`config.mk`:
```
export PLATFORM = sky130hd
export DESIGN_NAME = framed_serial_transmitter_flat
export DESIGN_NICKNAME = d
export VERILOG_FILES = /design/src/rtl/fst_pkg.sv /design/src/rtl/fst_if.sv /design/src/rtl/fst_front.sv /design/src/rtl/fst_back.sv /design/src/rtl/framed_serial_transmitter.sv /design/src/flat_wrapper.sv
export SDC_FILE = /design/constraint.sdc
export NUM_CORES = 1
export LEC_CHECK = 0
export BUFFER_PORTS_ARGS = -buffer_cell sky130_fd_sc_hd__buf_2
export CAP_MARGIN = 20
export CORE_UTILIZATION = 35
export CTS_BUF_LIST = sky130_fd_sc_hd__clkbuf_8
export DETAILED_ROUTE_END_ITERATION = 12
export GPL_ROUTABILITY_DRIVEN = 0
export HOLD_SLACK_MARGIN = 0.06
export SLEW_MARGIN = 20
export SYNTH_ARGS = -nofsm -noshare
export SYNTH_HDL_FRONTEND = slang
export SYNTH_SLANG_ARGS = --single-unit
```
`constraint.sdc`:
```
create_clock -name i_clk -period 3.5 [get_ports i_clk]
set_input_delay 0.35 -clock i_clk [delete_from_list [all_inputs] [get_ports i_clk]]
set_output_delay 0.35 -clock i_clk [all_outputs]
set_load 0.02 [all_outputs]
```
`src/rtl/fst_pkg.sv`:
```
// Shared types, constants and helper functions of the framed serial transmitter.
`timescale 1ns / 1ps

package fst_pkg;

    localparam int FIFO_DEPTH      = 32;
    localparam int SPACE_THRESHOLD = 16;
    localparam int PTR_W           = $clog2(FIFO_DEPTH);
    localparam int CNT_W           = $clog2(FIFO_DEPTH + 1);
    localparam int BYTE_W          = 8;
    localparam int FRAME_W         = 12;
    localparam int BITS_W          = 4;
    localparam int CMDQ_DEPTH      = 2;
    localparam int CFG_IDX_W       = 1;
    localparam int CFG_DATA_W      = 1;

    localparam logic [FRAME_W-1:0] IDLE_FRAME = 12'hFFF;
    localparam logic [BITS_W-1:0]  BITS_8N1   = 4'd9;
    localparam logic [BITS_W-1:0]  BITS_8E2   = 4'd11;

    // Free slots >= threshold is the same as stored bytes <= depth - threshold.
    localparam bit SPACE_POSSIBLE = (SPACE_THRESHOLD <= FIFO_DEPTH);
    localparam int SPACE_MAX      = SPACE_POSSIBLE ? (FIFO_DEPTH - SPACE_THRESHOLD) : 0;

    typedef enum logic {
        OP_WRITE = 1'b0,
        OP_TICK  = 1'b1
    } t_op;

    typedef enum logic [CFG_IDX_W-1:0] {
        CFG_FRAME_MODE  = 1'b0,
        CFG_LINE_INVERT = 1'b1
    } t_cfg_idx;

    typedef struct packed {
        logic              req_type;
        logic [BYTE_W-1:0] tx_byte;
        logic              hold;
    } t_req;

    typedef struct packed {
        logic line_level;
        logic write_accepted;
        logic has_space;
        logic busy_res;
    } t_res;

    typedef struct packed {
        t_op               op;
        logic [BYTE_W-1:0] data;
        logic              hold;
    } t_cmd;

    typedef struct packed {
        logic frame_mode;
        logic line_invert;
    } t_cfg;

    function automatic logic [FRAME_W-1:0] build_frame(input logic [BYTE_W-1:0] b,
                                                      input logic mode);
        logic [FRAME_W-1:0] f;
        if (mode) begin
            f = {2'b11, ^b, b, 1'b0};
        end else begin
            f = {3'b111, b, 1'b0};
        end
        return f;
    endfunction

    function automatic logic [PTR_W-1:0] ptr_inc(input logic [PTR_W-1:0] p);
        logic [PTR_W-1:0] n;
        if (p == PTR_W'(FIFO_DEPTH - 1)) begin
            n = '0;
        end else begin
            n = p + 1'b1;
        end
        return n;
    endfunction

endpackage

```
`src/rtl/fst_if.sv`:
```
// Valid/ready channel interfaces for request and result items.
`timescale 1ns / 1ps

interface fst_req_if import fst_pkg::*; ();
    logic valid;
    logic ready;
    t_req data;

    modport source (output valid, output data, input ready);
    modport sink   (input valid, input data, output ready);
endinterface

interface fst_res_if import fst_pkg::*; ();
    logic valid;
    logic ready;
    t_res data;

    modport source (output valid, output data, input ready);
    modport sink   (input valid, input data, output ready);
endinterface

```
`src/rtl/fst_front.sv`:
```
// Front end: accepts request items, classifies them and queues them for the back end.
`timescale 1ns / 1ps

module fst_front import fst_pkg::*; (
    input  logic        i_clk,
    input  logic        i_rst_n,
    fst_req_if.sink     req,
    output t_cmd        o_cmd,
    output logic        o_cmd_valid,
    input  logic        i_cmd_pop
);

    t_cmd       r_q [CMDQ_DEPTH];
    logic       r_wr;
    logic       r_rd;
    logic [1:0] r_cnt;
    logic       push;
    t_cmd       cmd_in;

    assign req.ready   = (r_cnt != 2'(CMDQ_DEPTH));
    assign push        = req.valid && req.ready;
    assign o_cmd_valid = (r_cnt != 2'd0);
    assign o_cmd       = r_q[r_rd];

    always_comb begin
        cmd_in.op   = req.data.req_type ? OP_TICK : OP_WRITE;
        cmd_in.data = req.data.tx_byte;
        cmd_in.hold = req.data.hold;
    end

    always_ff @(posedge i_clk) begin
        if (!i_rst_n) begin
            r_wr  <= 1'b0;
            r_rd  <= 1'b0;
            r_cnt <= 2'd0;
        end else begin
            if (push) begin
                r_wr <= ~r_wr;
            end
            if (i_cmd_pop) begin
                r_rd <= ~r_rd;
            end
            r_cnt <= r_cnt + 2'(push) - 2'(i_cmd_pop);
        end
    end

    always_ff @(posedge i_clk) begin
        if (push) begin
            r_q[r_wr] <= cmd_in;
        end
    end

endmodule

```
`src/rtl/fst_back.sv`:
```
// Back end: byte FIFO, frame shifter and registered result output.
`timescale 1ns / 1ps

module fst_back import fst_pkg::*; (
    input  logic        i_clk,
    input  logic        i_rst_n,
    input  t_cmd        i_cmd,
    input  logic        i_cmd_valid,
    output logic        o_cmd_pop,
    input  t_cfg        i_cfg,
    fst_res_if.source   res
);

    logic [BYTE_W-1:0]  r_mem [FIFO_DEPTH];
    logic [BYTE_W-1:0]  r_head;
    logic [PTR_W-1:0]   r_wr_ptr, n_wr_ptr;
    logic [PTR_W-1:0]   r_rd_ptr, n_rd_ptr;
    logic [FRAME_W-1:0] r_shift, n_shift;
    logic [BITS_W-1:0]  r_bits, n_bits;
    logic               r_sending, n_sending;
    logic               r_out_valid;
    t_res               r_res, n_res;

    logic               fire;
    logic               is_wr;
    logic               is_tick;
    logic               fifo_full;
    logic               fifo_empty;
    logic               wr_en;
    logic               can_go;
    logic [CNT_W-1:0]   n_count;

    assign fire       = i_cmd_valid && (!r_out_valid || res.ready);
    assign o_cmd_pop  = fire;
    assign is_wr      = fire && (i_cmd.op == OP_WRITE);
    assign is_tick    = fire && (i_cmd.op == OP_TICK);
    assign fifo_full  = (ptr_inc(r_wr_ptr) == r_rd_ptr);
    assign fifo_empty = (r_wr_ptr == r_rd_ptr);
    assign wr_en      = is_wr && !fifo_full;
    assign can_go     = !i_cmd.hold && !fifo_empty;

    always_comb begin
        n_wr_ptr  = wr_en ? ptr_inc(r_wr_ptr) : r_wr_ptr;
        n_rd_ptr  = r_rd_ptr;
        n_shift   = r_shift;
        n_bits    = r_bits;
        n_sending = r_sending;
        if (is_tick) begin
            priority if (r_sending && (r_bits != '0)) begin
                n_shift = {1'b1, r_shift[FRAME_W-1:1]};
                n_bits  = r_bits - 1'b1;
            end else if (!r_sending) begin
                // The leading idle bit goes out before the first frame.
                n_shift   = IDLE_FRAME;
                n_bits    = '0;
                n_sending = can_go;
            end else if (can_go) begin
                n_shift  = build_frame(r_head, i_cfg.frame_mode);
                n_bits   = i_cfg.frame_mode ? BITS_8E2 : BITS_8N1;
                n_rd_ptr = ptr_inc(r_rd_ptr);
            end else begin
                n_sending = 1'b0;
                n_shift   = IDLE_FRAME;
                n_bits    = '0;
            end
        end
    end

    always_comb begin
        if (n_wr_ptr >= n_rd_ptr) begin
            n_count = CNT_W'(n_wr_ptr) - CNT_W'(n_rd_ptr);
        end else begin
            n_count = CNT_W'(n_wr_ptr) + CNT_W'(FIFO_DEPTH) - CNT_W'(n_rd_ptr);
        end
        n_res.line_level     = n_shift[0] ^ i_cfg.line_invert;
        n_res.write_accepted = wr_en;
        n_res.has_space      = SPACE_POSSIBLE && (n_count <= CNT_W'(SPACE_MAX));
        n_res.busy_res       = n_sending;
    end

    always_ff @(posedge i_clk) begin
        if (!i_rst_n) begin
            r_wr_ptr    <= '0;
            r_rd_ptr    <= '0;
            r_shift     <= IDLE_FRAME;
            r_bits      <= '0;
            r_sending   <= 1'b0;
            r_out_valid <= 1'b0;
        end else begin
            r_wr_ptr  <= n_wr_ptr;
            r_rd_ptr  <= n_rd_ptr;
            r_shift   <= n_shift;
            r_bits    <= n_bits;
            r_sending <= n_sending;
            if (fire) begin
                r_out_valid <= 1'b1;
            end else if (res.ready) begin
                r_out_valid <= 1'b0;
            end
        end
    end

    always_ff @(posedge i_clk) begin
        if (fire) begin
            r_res <= n_res;
        end
    end

    // The head register always holds the byte at the read pointer; a write into
    // an empty FIFO lands at that address and is forwarded.
    always_ff @(posedge i_clk) begin
        if (wr_en) begin
            r_mem[r_wr_ptr] <= i_cmd.data;
        end
        if (wr_en && (r_wr_ptr == n_rd_ptr)) begin
            r_head <= i_cmd.data;
        end else begin
            r_head <= r_mem[n_rd_ptr];
        end
    end

    assign res.valid = r_out_valid;
    assign res.data  = r_res;

endmodule

```
`src/rtl/framed_serial_transmitter.sv`:
```
// Top level of the framed serial transmitter: configuration registers and front/back ends.
//
// Request channel (i_req): each item is either a byte write (req_type 0) or one
// bit-time tick (req_type 1). Result channel (o_res): exactly one result item per
// request item, in order: line level, write accepted, FIFO space flag, busy.
// Bytes wait in a 32-entry FIFO that keeps one slot empty; each tick shifts the
// frame shifter by one bit (8N1 or 8E2 framing, LSB first, optional inversion).
// Configuration: i_cfg_we writes register i_cfg_idx (0 frame mode, 1 line
// invert); the user must see that it is written only while no item is in flight;
// the block does not enforce this. Throughput: one item per clock while the result
// channel is not stalled. A result becomes valid once its item has passed the
// command queue and the result register. The FIFO has a registered read of its head byte.
// Reset: the FIFO is emptied, the line goes idle (high before inversion), the
// configuration clears to 8N1 without inversion, and i_req.ready is high in the
// first cycle after reset.
// Receiver stall: the result register holds its item; the two-entry command queue
// keeps accepting until it fills, then i_req.ready drops.
`timescale 1ns / 1ps

module framed_serial_transmitter import fst_pkg::*; (
    input  logic                  i_clk,
    input  logic                  i_rst_n,
    fst_req_if.sink               i_req,
    fst_res_if.source             o_res,
    input  logic                  i_cfg_we,
    input  logic [CFG_IDX_W-1:0]  i_cfg_idx,
    input  logic [CFG_DATA_W-1:0] i_cfg_data
);

    t_cfg r_cfg;
    t_cmd cmd;
    logic cmd_valid;
    logic cmd_pop;

    always_ff @(posedge i_clk) begin
        if (!i_rst_n) begin
            r_cfg <= '0;
        end else if (i_cfg_we) begin
            unique case (t_cfg_idx'(i_cfg_idx))
                CFG_FRAME_MODE: begin
                    r_cfg.frame_mode <= i_cfg_data[0];
                end
                CFG_LINE_INVERT: begin
                    r_cfg.line_invert <= i_cfg_data[0];
                end
                default: begin
                    r_cfg <= r_cfg;
                end
            endcase
        end
    end

    fst_front u_front (
        .i_clk       (i_clk),
        .i_rst_n     (i_rst_n),
        .req         (i_req),
        .o_cmd       (cmd),
        .o_cmd_valid (cmd_valid),
        .i_cmd_pop   (cmd_pop)
    );

    fst_back u_back (
        .i_clk       (i_clk),
        .i_rst_n     (i_rst_n),
        .i_cmd       (cmd),
        .i_cmd_valid (cmd_valid),
        .o_cmd_pop   (cmd_pop),
        .i_cfg       (r_cfg),
        .res         (o_res)
    );

endmodule

```
`src/flat_wrapper.sv`:
```
// flat-port wrapper written by rule: the top's interface ports become plain ports
module framed_serial_transmitter_flat import fst_pkg::*;
  (i_clk, i_rst_n, i_cfg_we, i_cfg_idx, i_cfg_data, i_req_valid, i_req_data, i_req_ready, o_res_valid, o_res_data, o_res_ready);
  fst_req_if i_req_i ();
  fst_res_if o_res_i ();
  input  logic i_clk;
  input  logic i_rst_n;
  input  logic i_cfg_we;
  input  logic [CFG_IDX_W-1:0] i_cfg_idx;
  input  logic [CFG_DATA_W-1:0] i_cfg_data;
  input wire logic [$bits(i_req_i.valid)-1:0] i_req_valid;
  input wire logic [$bits(i_req_i.data)-1:0] i_req_data;
  output wire logic [$bits(i_req_i.ready)-1:0] i_req_ready;
  output wire logic [$bits(o_res_i.valid)-1:0] o_res_valid;
  output wire logic [$bits(o_res_i.data)-1:0] o_res_data;
  input wire logic [$bits(o_res_i.ready)-1:0] o_res_ready;
  assign i_req_i.valid = i_req_valid;
  assign i_req_i.data = i_req_data;
  assign i_req_ready = i_req_i.ready;
  assign o_res_valid = o_res_i.valid;
  assign o_res_data = o_res_i.data;
  assign o_res_i.ready = o_res_ready;
  framed_serial_transmitter u_core (.i_clk(i_clk), .i_rst_n(i_rst_n), .i_req(i_req_i), .o_res(o_res_i), .i_cfg_we(i_cfg_we), .i_cfg_idx(i_cfg_idx), .i_cfg_data(i_cfg_data));
endmodule
```
After elaboration in Yosys (flattened, before gate mapping)
Memory sizes are Yosys's and may differ from the RTL's. A register that Yosys moved wholly into a read port is not among the register bits.
Cells that the tools add are included.
{ "word_totals": {"reg_bits": 38, "ramBits": 276, "out_inout_bits": 6, "n_memories": 2} }
{ "classes": {"add_sub_neg": 8, "magnitude_cmp": 2, "eq_ne": 5, "n_mux": 30, "bitwise": 5, "n_reduce_logical": 18} }
{ "memory_table": {"columns": ["memory", "depth", "word_bits", "rd", "rd_ports_with_merged_regs", "wr", "line", "source"], "rows": [
  ["u_core.u_back.r_mem", 32, 8, 1, 1, 1, "fst_back.sv:14", "logic [BYTE_W-1:0] r_mem [FIFO_DEPTH];"],
  ["u_core.u_front.r_q", 2, 10, 1, 1, 1, "fst_front.sv:13", "t_cmd r_q [CMDQ_DEPTH];"]
]} }
{ "ops": {"columns": ["cell", "n"], "rows": [
  ["12-bit two-way mux", 3],
  ["5-bit two-way mux", 7],
  ["1-bit two-way mux", 14],
  ["4-bit two-way mux", 3],
  ["5-bit by 1-bit adder with 5-bit output (second input constant)", 2],
  ["5-bit equality test", 2],
  ["5-bit equality test (second input constant)", 2],
  ["10-bit two-way mux", 1],
  ["8-bit parity", 1],
  ["1-bit logical AND", 7],
  ["5-bit by 6-bit adder with 6-bit output (second input constant)", 1],
  ["6-bit by 5-bit less-or-equal comparator with 1-bit output (second input constant)", 1],
  ["6-bit two-way mux", 1],
  ["5-bit by 5-bit subtractor with 6-bit output", 1],
  ["6-bit by 5-bit subtractor with 6-bit output", 1],
  ["5-bit >= comparator", 1],
  ["1-bit zero test", 4],
  ["1-bit inverter", 4],
  ["2-bit AND reduction", 2],
  ["2-bit nonzero test", 2],
  ["4-bit nonzero test", 1],
  ["4-bit by 1-bit subtractor with 4-bit output (second input constant)", 1],
  ["2-bit by 1-bit adder with 2-bit output", 1],
  ["2-bit two-way mux", 1],
  ["4 further kinds", 4]
]} }

Logic depth before layout (Yosys ltp)
Gate-level depths: netlist of run 1.
{ "logic_depth": {"depth_word": 10, "ltp_mapped": 18, "mapped_depth_nobuf": 18} }

By module
Synthesis of run 1 repeated with hierarchy kept, for this count alone.
{ "hier_totals": {"hier_cells": 760, "area_unflattened_um2": 13142.6} }
{ "by_module_without_submodules": {"columns": ["module", "instances", "cells_each", "area_each_um2", "seq_area_each_um2"], "rows": [
  ["fst_back", 1, 692, 12066.6, 8428.1],
  ["fst_front", 1, 59, 984.7, 700.7],
  ["framed_serial_transmitter", 1, 9, 91.3, 40.0]
]} }

Worst setup path after synthesis of run 1
OpenSTA, ideal clock, no wires.
{ "synth_timing": {"path_type": "reg2reg", "from": "register u_core.u_back.r_wr_ptr[0]", "to": "register u_core.u_back.r_res (netlist bit u_core.u_back.res.data[1]), data pin", "setup_ns": 0.146, "arrival_time_ns": 3.436, "slack_ns": -0.082, "path_stages_with_launch": 15, "period_less_slack_ns": 3.582, "path_cell_list": "dfxtp_1 ha_1 and3_1 ha_1 or3_1 and4_1 nor2_2 nor2_1 or2_2 ha_1 a21o_1 xor2_1 nor4b_1 o21ai_0 a21oi_1"} }
{ "synth_lines": {"columns": ["element", "line", "source"], "rows": [
  ["start, declared", "fst_back.sv:16", "logic [PTR_W-1:0] r_wr_ptr, n_wr_ptr;"],
  ["start signal, assigned", "fst_back.sv:90", "r_wr_ptr <= n_wr_ptr;"],
  ["end signal, assigned", "fst_back.sv:105", "r_res <= n_res;"],
  ["end, declared", "fst_back.sv:22", "t_res r_res, n_res;"]
]} }

==> impl_metrics.yaml, run 1 <==
clock_tree:
  cts_tree: "done"
  h-tree-depth: 2
  clkTransAtPathRegs_ns: 0.06
  clock_tree.root_cell: "clkbuf_8"
  tritoncts.num_buffers: 49
  cts_sinks: 318
  clk-insertion-delay-late_ns: 0.58
  clk_path_buf_depth: 3
synthesis:
  synth_seq_cells: 318
  ys_warn_count: 0
  post_synth_instance_area_sq_um: 13100
  ys_async_sr_fraction_pct: 0
  syn_avg_cell_area_sq_um: 17.5
  yosys_most_used_dff: "edfxtp_1"
  synth-edff-count: 280
  ys_types: 64
  syn_inst: 752
  ys_seq_area_share_pct: 69.8
  postSynthNetCount: 786
floorplanning:
  die_height_um: 196
  rows: 70
  num_io_pins: 23
  core_area_sq_um: 36800
  die_area_sq_um: 38300
  initial_utilization_pct: 35.7
  die_wd_um: 196
setup_path:
  crit_path_max_fanout: 5
  worst_setup_path_end_kind: "flip-flop"
  reg2reg_from: "u_core.u_back.r_wr_ptr[0]"
  startpoint_type: "flip-flop"
  reg2reg_setup_slack_ns: 0.17
  worst_reg2reg_endpoint: "u_core.u_back.res.data[1]"
  worst_endpoint_data_arrival_time_ns: 3.76
  critical_path_class: "reg2reg"
  timing.critical_path.required_ns: 3.93
  r2r_cells: 15
timing:
  endpoints_failing_setup: 0
  timing.final.crit_share_pct: 95.3
  hold_viol: 0
  final_slew_violations: 0
  hold-worst-slack_ns: 0.109
  finalClockSkew_ns: 0.0277
  final.setup.tns_ns: 0
  max_freq_mhz: 300
  fin_crit_ns: 3.33
  worst_slew_margin_rel_pct: 43.3
  timing_worst_slew_pin_value_ns: 0.848
grt:
  antenna_found_initial: 0
  grt_util_met1_pct: 19.8
  vias_in_the_first_global_route: 7448
  gr-usage-all-layers_pct: 15.1
  grt.busiest_layer: "met2"
  grt_first_pass_wirelength_um: 43600
  global_route.overflow_total: 0
  grt_util_met2_pct: 24.7
  grt_max_degree: 46
  grtUsageMet3_pct: 3.11
power_and_ir_drop:
  clkPwrFrac_pct: 31.2
  share_comb_of_total_power_pct: 16.9
  power_frac_seq_pct: 51.8
  cellPowerDensity_nw_per_um2: 587
  switching_share_pct: 27.1
  power.internal_mw: 6.58
  total_switching_power_mw: 2.45
  maximum_resistive_drop_on_vdd_uv: 529
  static-leakage-power_nw: 5.16
detailed_routing:
  drt_pass_1_iters: 5
  detail_route.iter0.violations: 558
  wl_per_cell_um: 20.1
  drt_drc_violations_left: 0
  final_antenna_net_count: 0
  post_drt_via_cell_ratio: 5.13
  detailroute.via_count: 7120
  wl_um: 27900
placed_design:
  placed_cells: 1286
  dpl_cell_area_sq_um: 14200
  place_hpwl_um: 17700
  port_buffers: 22
finish:
  finalNonFillerCells: 1389
  multi_input_comb_area_sq_um: 3780
  final_cell_mix: "edfxtp_1, buf_4, mux4_2"
  final_layout_size_suffix_gt1_share_pct: 30.2
  postLayoutCoreUtil_pct: 41.8
  diodes: 0
  area.sequential_sq_um: 9180
  fillerInstances: 3303
  mostFrequentLayoutCell: "edfxtp_1"
  fin_area_sq_um: 15400
  areaGrowthSynthToFinish_pct: 17.0
  layout.nets: 918
min_path:
  worstHoldEndpoint: "u_core.r_cfg[0]"
  worst_hold_path_type: "in2reg"
  hold-path-cell-count: 4
  hp_start: "i_cfg_idx"
run:
  max_cap_check_violation_count: 0
run_status:
  status: "complete, no violations"
[worst max-delay path, stage by stage, from the launching register on]
cell and delay (ns):
dfxtp_4 0.36, ha_1 0.22, buf_4 0.16, xnor3_1 0.20
a32oi_1 0.10, o2bb2ai_1 0.25, and4_4 0.29, nor2_4 0.06
a31o_4 0.24, ha_4 0.24, a21o_1 0.17, a21o_1 0.19
xor2_1 0.16, nor4b_2 0.33, o21ai_1 0.12, a21oi_1 0.12
[area by class of cell]
class / instances / share of cell area (%)
clock inverters: 38 / 1.28
flip-flops and latches: 318 / 59.8
multi-input cells: 383 / 24.6
inverters: 19 / 0.464
clock buffers: 50 / 4.48
repair buffers: 113 / 5.60
well taps: 468 / 3.81
[layer usage]
metal | wire (um) | part of all wire, % | up-vias
li1 | - | - | 3245
met1 | 12200 | 44 | 3643
met2 | 13500 | 48 | 176
met3 | 1350 | 4.8 | 56
met4 | 822 | 2.9 | 0
met5 | 0 | 0 | -
[repair_timing]
item | CTS | global route
pin swaps | 2 | 10
endpoints found under the setup margin | 1 | 1
hold buffers | 12 | 0
resized for setup | 4 | 25
buffers inserted | 0 | 3
endpoints found under the hold margin | 22 | 0
[how the worst max path moves through the flow]
stage	startpoint	end
after global placement	u_core.u_back.r_wr_ptr[0]	u_core.u_back.res.data[1]
after detailed placement	u_core.u_back.r_wr_ptr[0]	u_core.u_back.res.data[1]
after global routing	u_core.u_back.r_wr_ptr[0]	u_core.u_back.res.data[1]
after floorplan	u_core.u_back.r_wr_ptr[0]	u_core.u_back.res.data[1]
after CTS	u_core.u_back.r_wr_ptr[0]	u_core.u_back.res.data[1]
final	u_core.u_back.r_wr_ptr[0]	u_core.u_back.res.data[1]
[logic make-up after synthesis]
| group | synth area share (%) |
|---|---|
| xor gates and xnor gates | 1.73 |
| DFF | 69.8 |
| and+or+nand+nor | 6.84 |
| AOI/OAI and AO/OA | 4.91 |
| muxes | 12.6 |
| buffers and inverters | 2.42 |
| adders and majority gates | 1.68 |
[per-stage QoR]
step | total power [mW] | worst slack [ns]
2_1_floorplan | 5.67 | 0.0518
3_3_place_gp | 6.20 | 0.0518
3_5_place_dp | 6.23 | -0.0691
4_1_cts | 9.07 | 0.00985
5_1_grt | 9.43 | -0.0605
6_report | 9.02 | 0.166
[sequential cells by signal, indices dropped and copies added, names as in the netlist, 2 cells and up, named ones only]
register                count
u_core.u_back.r_mem       256
u_core.u_front.r_q         20
u_core.u_back.r_shift      10
u_core.u_back.r_rd_ptr      5
u_core.u_back.r_bits        4
u_core.u_back.r_wr_ptr      4
u_core.u_back.res.data      4
u_core.r_cfg                2
u_core.u_front.r_cnt        2
[synth_stat cells, types with 3 or more instances]
| cell | n | share of area [%] |
|---|---|---|
| nor2_1 | 50 | 1.4 |
| a41oi_2 | 5 | 0.62 |
| a21oi_1 | 14 | 0.53 |
| or3b_2 | 3 | 0.20 |
| buf_4 | 4 | 0.23 |
| inv_1 | 18 | 0.51 |
| mux4_1 | 7 | 1.4 |
| nor3_1 | 5 | 0.19 |
| o221ai_1 | 9 | 0.60 |
| ha_1 | 16 | 1.5 |
| buf_2 | 6 | 0.23 |
| nand2b_1 | 3 | 0.14 |
| nand3b_1 | 6 | 0.34 |
| and3_1 | 4 | 0.19 |
| dfxtp_1 | 38 | 5.8 |
| nand2_1 | 40 | 1.1 |
| mux2i_1 | 15 | 1.1 |
| o21bai_1 | 4 | 0.23 |
| a32o_1 | 4 | 0.30 |
| mux2_2 | 11 | 0.94 |
| xor2_1 | 12 | 0.80 |
| mux4_2 | 53 | 9.1 |
| or2_2 | 3 | 0.14 |
| o21ai_0 | 10 | 0.38 |
| buf_6 | 6 | 0.51 |
| nand4_1 | 4 | 0.19 |
| a21o_1 | 4 | 0.23 |
| nor4_2 | 4 | 0.38 |
| clkbuf_1 | 11 | 0.31 |
| xnor2_1 | 7 | 0.47 |
| edfxtp_1 | 280 | 64 |
| nand3_1 | 13 | 0.50 |
| o22ai_1 | 17 | 0.81 |
| or3_1 | 5 | 0.24 |
| nor2b_1 | 10 | 0.48 |
| and2_1 | 15 | 0.71 |
[power groups by stage]
stage                     Sequential [mW]  Clock [mW]  Combinational [mW]
after CTS                            4.68        2.90                1.49
final                                4.68        2.82                1.53
after detailed placement             4.76           0                1.47
after global placement               4.75           0                1.45
after floorplan                      4.76           0               0.907
after global routing                 4.70        3.05                1.69
No activity file was read; power rests on OpenSTA's default activity.
==> inputs of run 2 (changes only) <==
--- a/config.mk
+++ b/config.mk
@@ -7,11 +7,14 @@
 export LEC_CHECK = 0
 export BUFFER_PORTS_ARGS = -buffer_cell sky130_fd_sc_hd__buf_2
 export CAP_MARGIN = 20
+export CELL_PAD_IN_SITES_DETAIL_PLACEMENT = 1
+export CELL_PAD_IN_SITES_GLOBAL_PLACEMENT = 1
 export CORE_UTILIZATION = 35
 export CTS_BUF_LIST = sky130_fd_sc_hd__clkbuf_8
 export DETAILED_ROUTE_END_ITERATION = 12
 export GPL_ROUTABILITY_DRIVEN = 0
 export HOLD_SLACK_MARGIN = 0.06
+export PLACE_DENSITY_LB_ADDON = 0.1
 export SLEW_MARGIN = 20
 export SYNTH_ARGS = -nofsm -noshare
 export SYNTH_HDL_FRONTEND = slang
==> run 2 against run 1 <==
  * Worst hold slack improved by 0.034 ns
  * Via count grew 0.66%
  * Die area unchanged
  * Combinational power is essentially flat
  * First-iteration DRC count shrank 27%
  * Largest cell class unchanged
  * Clock skew increased by 0.0088 ns
  * Largest power group unchanged
  * Sequential share of layout area down 0.20 points
  * Global-route usage rose by 2.4 points
  * Total power increased by 3.5%
  * Wire length increased by 16%
==> impl_metrics.yaml, run 2 (synthesis gave the netlist of run 1 again) <==
floorplanning:
  core_area_sq_um: 36800
  die_height_um: 196
  die_wd_um: 196
  num_io_pins: 23
  die_area_sq_um: 38300
  rows: 70
  initial_utilization_pct: 35.7
clock_tree:
  cts_tree: "done"
  clk_path_buf_depth: 3
  h-tree-depth: 2
  cts_sinks: 318
  tritoncts.num_buffers: 54
  clock_tree.root_cell: "clkbuf_8"
  clkTransAtPathRegs_ns: 0.06
  clk-insertion-delay-late_ns: 0.62
  post_cts_buffers: 0
setup_path:
  cp_cell_sequence: "ha_2 -> and3_4 -> ha_4 -> inv_1 -> o21ai_0 -> o2bb2ai_1 -> and4_4 -> nor2_4 -> a31o_4 -> ha_4 -> a21o_1 -> a21o_1 -> xor2_1 -> nor4b_2 -> o21ai_0 -> a21oi_1"
  timing.critical_path.required_ns: 3.95
  slowest_stage: "dfxtp_4"
  worst_path_largest_cell_delay_ns: 0.37
  startpoint_type: "flip-flop"
  critical_path_class: "reg2reg"
  crit_path_max_fanout: 6
  worst_endpoint_data_arrival_time_ns: 3.86
  worst_setup_path_end_kind: "flip-flop"
timing:
  finalClockSkew_ns: 0.0365
  hold-worst-slack_ns: 0.143
  timing.final.crit_share_pct: 97.3
  worst_slew_margin_rel_pct: 36.8
  fin_ws_ns: 0.0942
  endpoints_failing_setup: 0
  fin_crit_ns: 3.41
  max_freq_mhz: 294
  hold_viol: 0
  final_slew_violations: 0
  timing_worst_slew_pin_value_ns: 0.944
detailed_routing:
  wl_um: 32300
  detailroute.via_count: 7167
  detail_route.iter0.violations: 410
  route.met2.wl_um: 15800
  final_antenna_net_count: 0
  wl_per_cell_um: 23.1
  post_drt_via_cell_ratio: 5.14
  wl_met1_um: 14400
  drt_pass_1_iters: 4
  top_layer_used: "met4"
  met3RoutedLength_um: 1420
  drt_drc_violations_left: 0
grt:
  vias_in_the_first_global_route: 7940
  grt_first_pass_wirelength_um: 49300
  antenna_found_initial: 0
  grt_max_degree: 35
  gr-usage-all-layers_pct: 17.4
  global_route.overflow_total: 0
power_and_ir_drop:
  cellPowerDensity_nw_per_um2: 606
  static-leakage-power_nw: 5.18
  maximum_resistive_drop_on_vdd_uv: 374
  total_power_mw: 9.34
finish:
  fillerInstances: 3620
  layout.nets: 920
  final_layout_size_suffix_gt1_share_pct: 29.4
  final_cell_mix: "edfxtp_1, buf_4, clkbuf_8"
  finalNonFillerCells: 1394
  mostFrequentLayoutCell: "edfxtp_1"
  diodes: 0
  max_reg_flops: 256
  areaGrowthSynthToFinish_pct: 17.4
  max_flop_register: "u_core.u_back.r_mem"
  reg_top3: "u_core.u_back.r_mem: 256 flops, u_core.u_front.r_q: 20 flops, u_core.u_back.r_shift: 10 flops"
placed_design:
  port_buffers: 22
  placed_cells: 1284
  post-place-ws_ns: -0.162
  place_hpwl_um: 21300
min_path:
  worst_hold_path_type: "in2reg"
run:
  max_cap_check_violation_count: 0
run_status:
  status: "complete, no violations"
[run 2: changes by cell type in the layout (fill, tap and decap cells not counted), sizes merged]
cell / change
bufinv: +1
clkinv: +5
buf: -5
clkbuf: +5
inv: -1
clkinvlp: -2
dlygate4sd3: +2
[run 2: cell type report]
| cell class | count | area, sq um | area share, % |
|---|---|---|---|
| Inverter | 19 | 71.3 | 0.463 |
| Clock buffer | 55 | 757 | 4.91 |
| Sequential cell | 318 | 9180 | 59.6 |
| Clock inverter | 41 | 230 | 1.49 |
| Timing Repair Buffer | 110 | 843 | 5.47 |
| Multi-Input combinational cell | 383 | 3750 | 24.3 |
| Tap cell | 468 | 586 | 3.80 |
[run 2: metrics by stage]
step	setup TNS, ns	cell area [sq um]	utilization, %
6_report	0	15400	41.9
5_1_grt	-0.00119	15400	41.9
4_1_cts	0	15400	41.8
3_5_place_dp	-0.162	14200	38.6
3_3_place_gp	0	14200	38.6
2_1_floorplan	0	13100	-
[run 2: timing repair]
item / in CTS / in global routing
pin swaps: 3 / 5
hold buffers: 14 / 0
resized for setup: 13 / 8
hold endpoints to repair: 22 / 0
endpoints found under the setup margin: 1 / 1
[run 2: final timing paths]
check                                 start                   endpoint  slack [ns]  cells past startpoint
hold / removal                    i_cfg_idx            u_core.r_cfg[1]        0.14                      4
setup / recovery  u_core.u_back.r_wr_ptr[1]  u_core.u_back.res.data[1]        0.09                     16
setup reg to reg  u_core.u_back.r_wr_ptr[1]  u_core.u_back.res.data[1]        0.09                     16
hold reg to reg    u_core.u_back.r_shift[1]   u_core.u_back.r_shift[1]        0.48                      2
[run 2: report_power, final]
| group | switching (mW) | internal, mW |
|---|---|---|
| Clock | 1.49 | 1.61 |
| Sequential | 0.0720 | 4.61 |
| Combinational | 1.03 | 0.529 |
| Total | 2.59 | 6.75 |
[run 2: critical path, delay by kind of cell, from the launching register on]
family | cells | cell delay [ns]
AO/OA/AOI/OAI | 7 | 1.18
XOR/XNOR | 1 | 0.17
adder cells (fa/ha/maj) | 3 | 0.60
buffers and inverters | 1 | 0.09
flip-flops | 1 | 0.37
AND/OR/NAND/NOR | 4 | 0.83
[run 2: metal layers]
metal,track usage [%],vias up
li1,-,3265
met1,23.0,3702
met2,29.1,152
met3,3.66,48
met4,5.18,0
met5,0,-
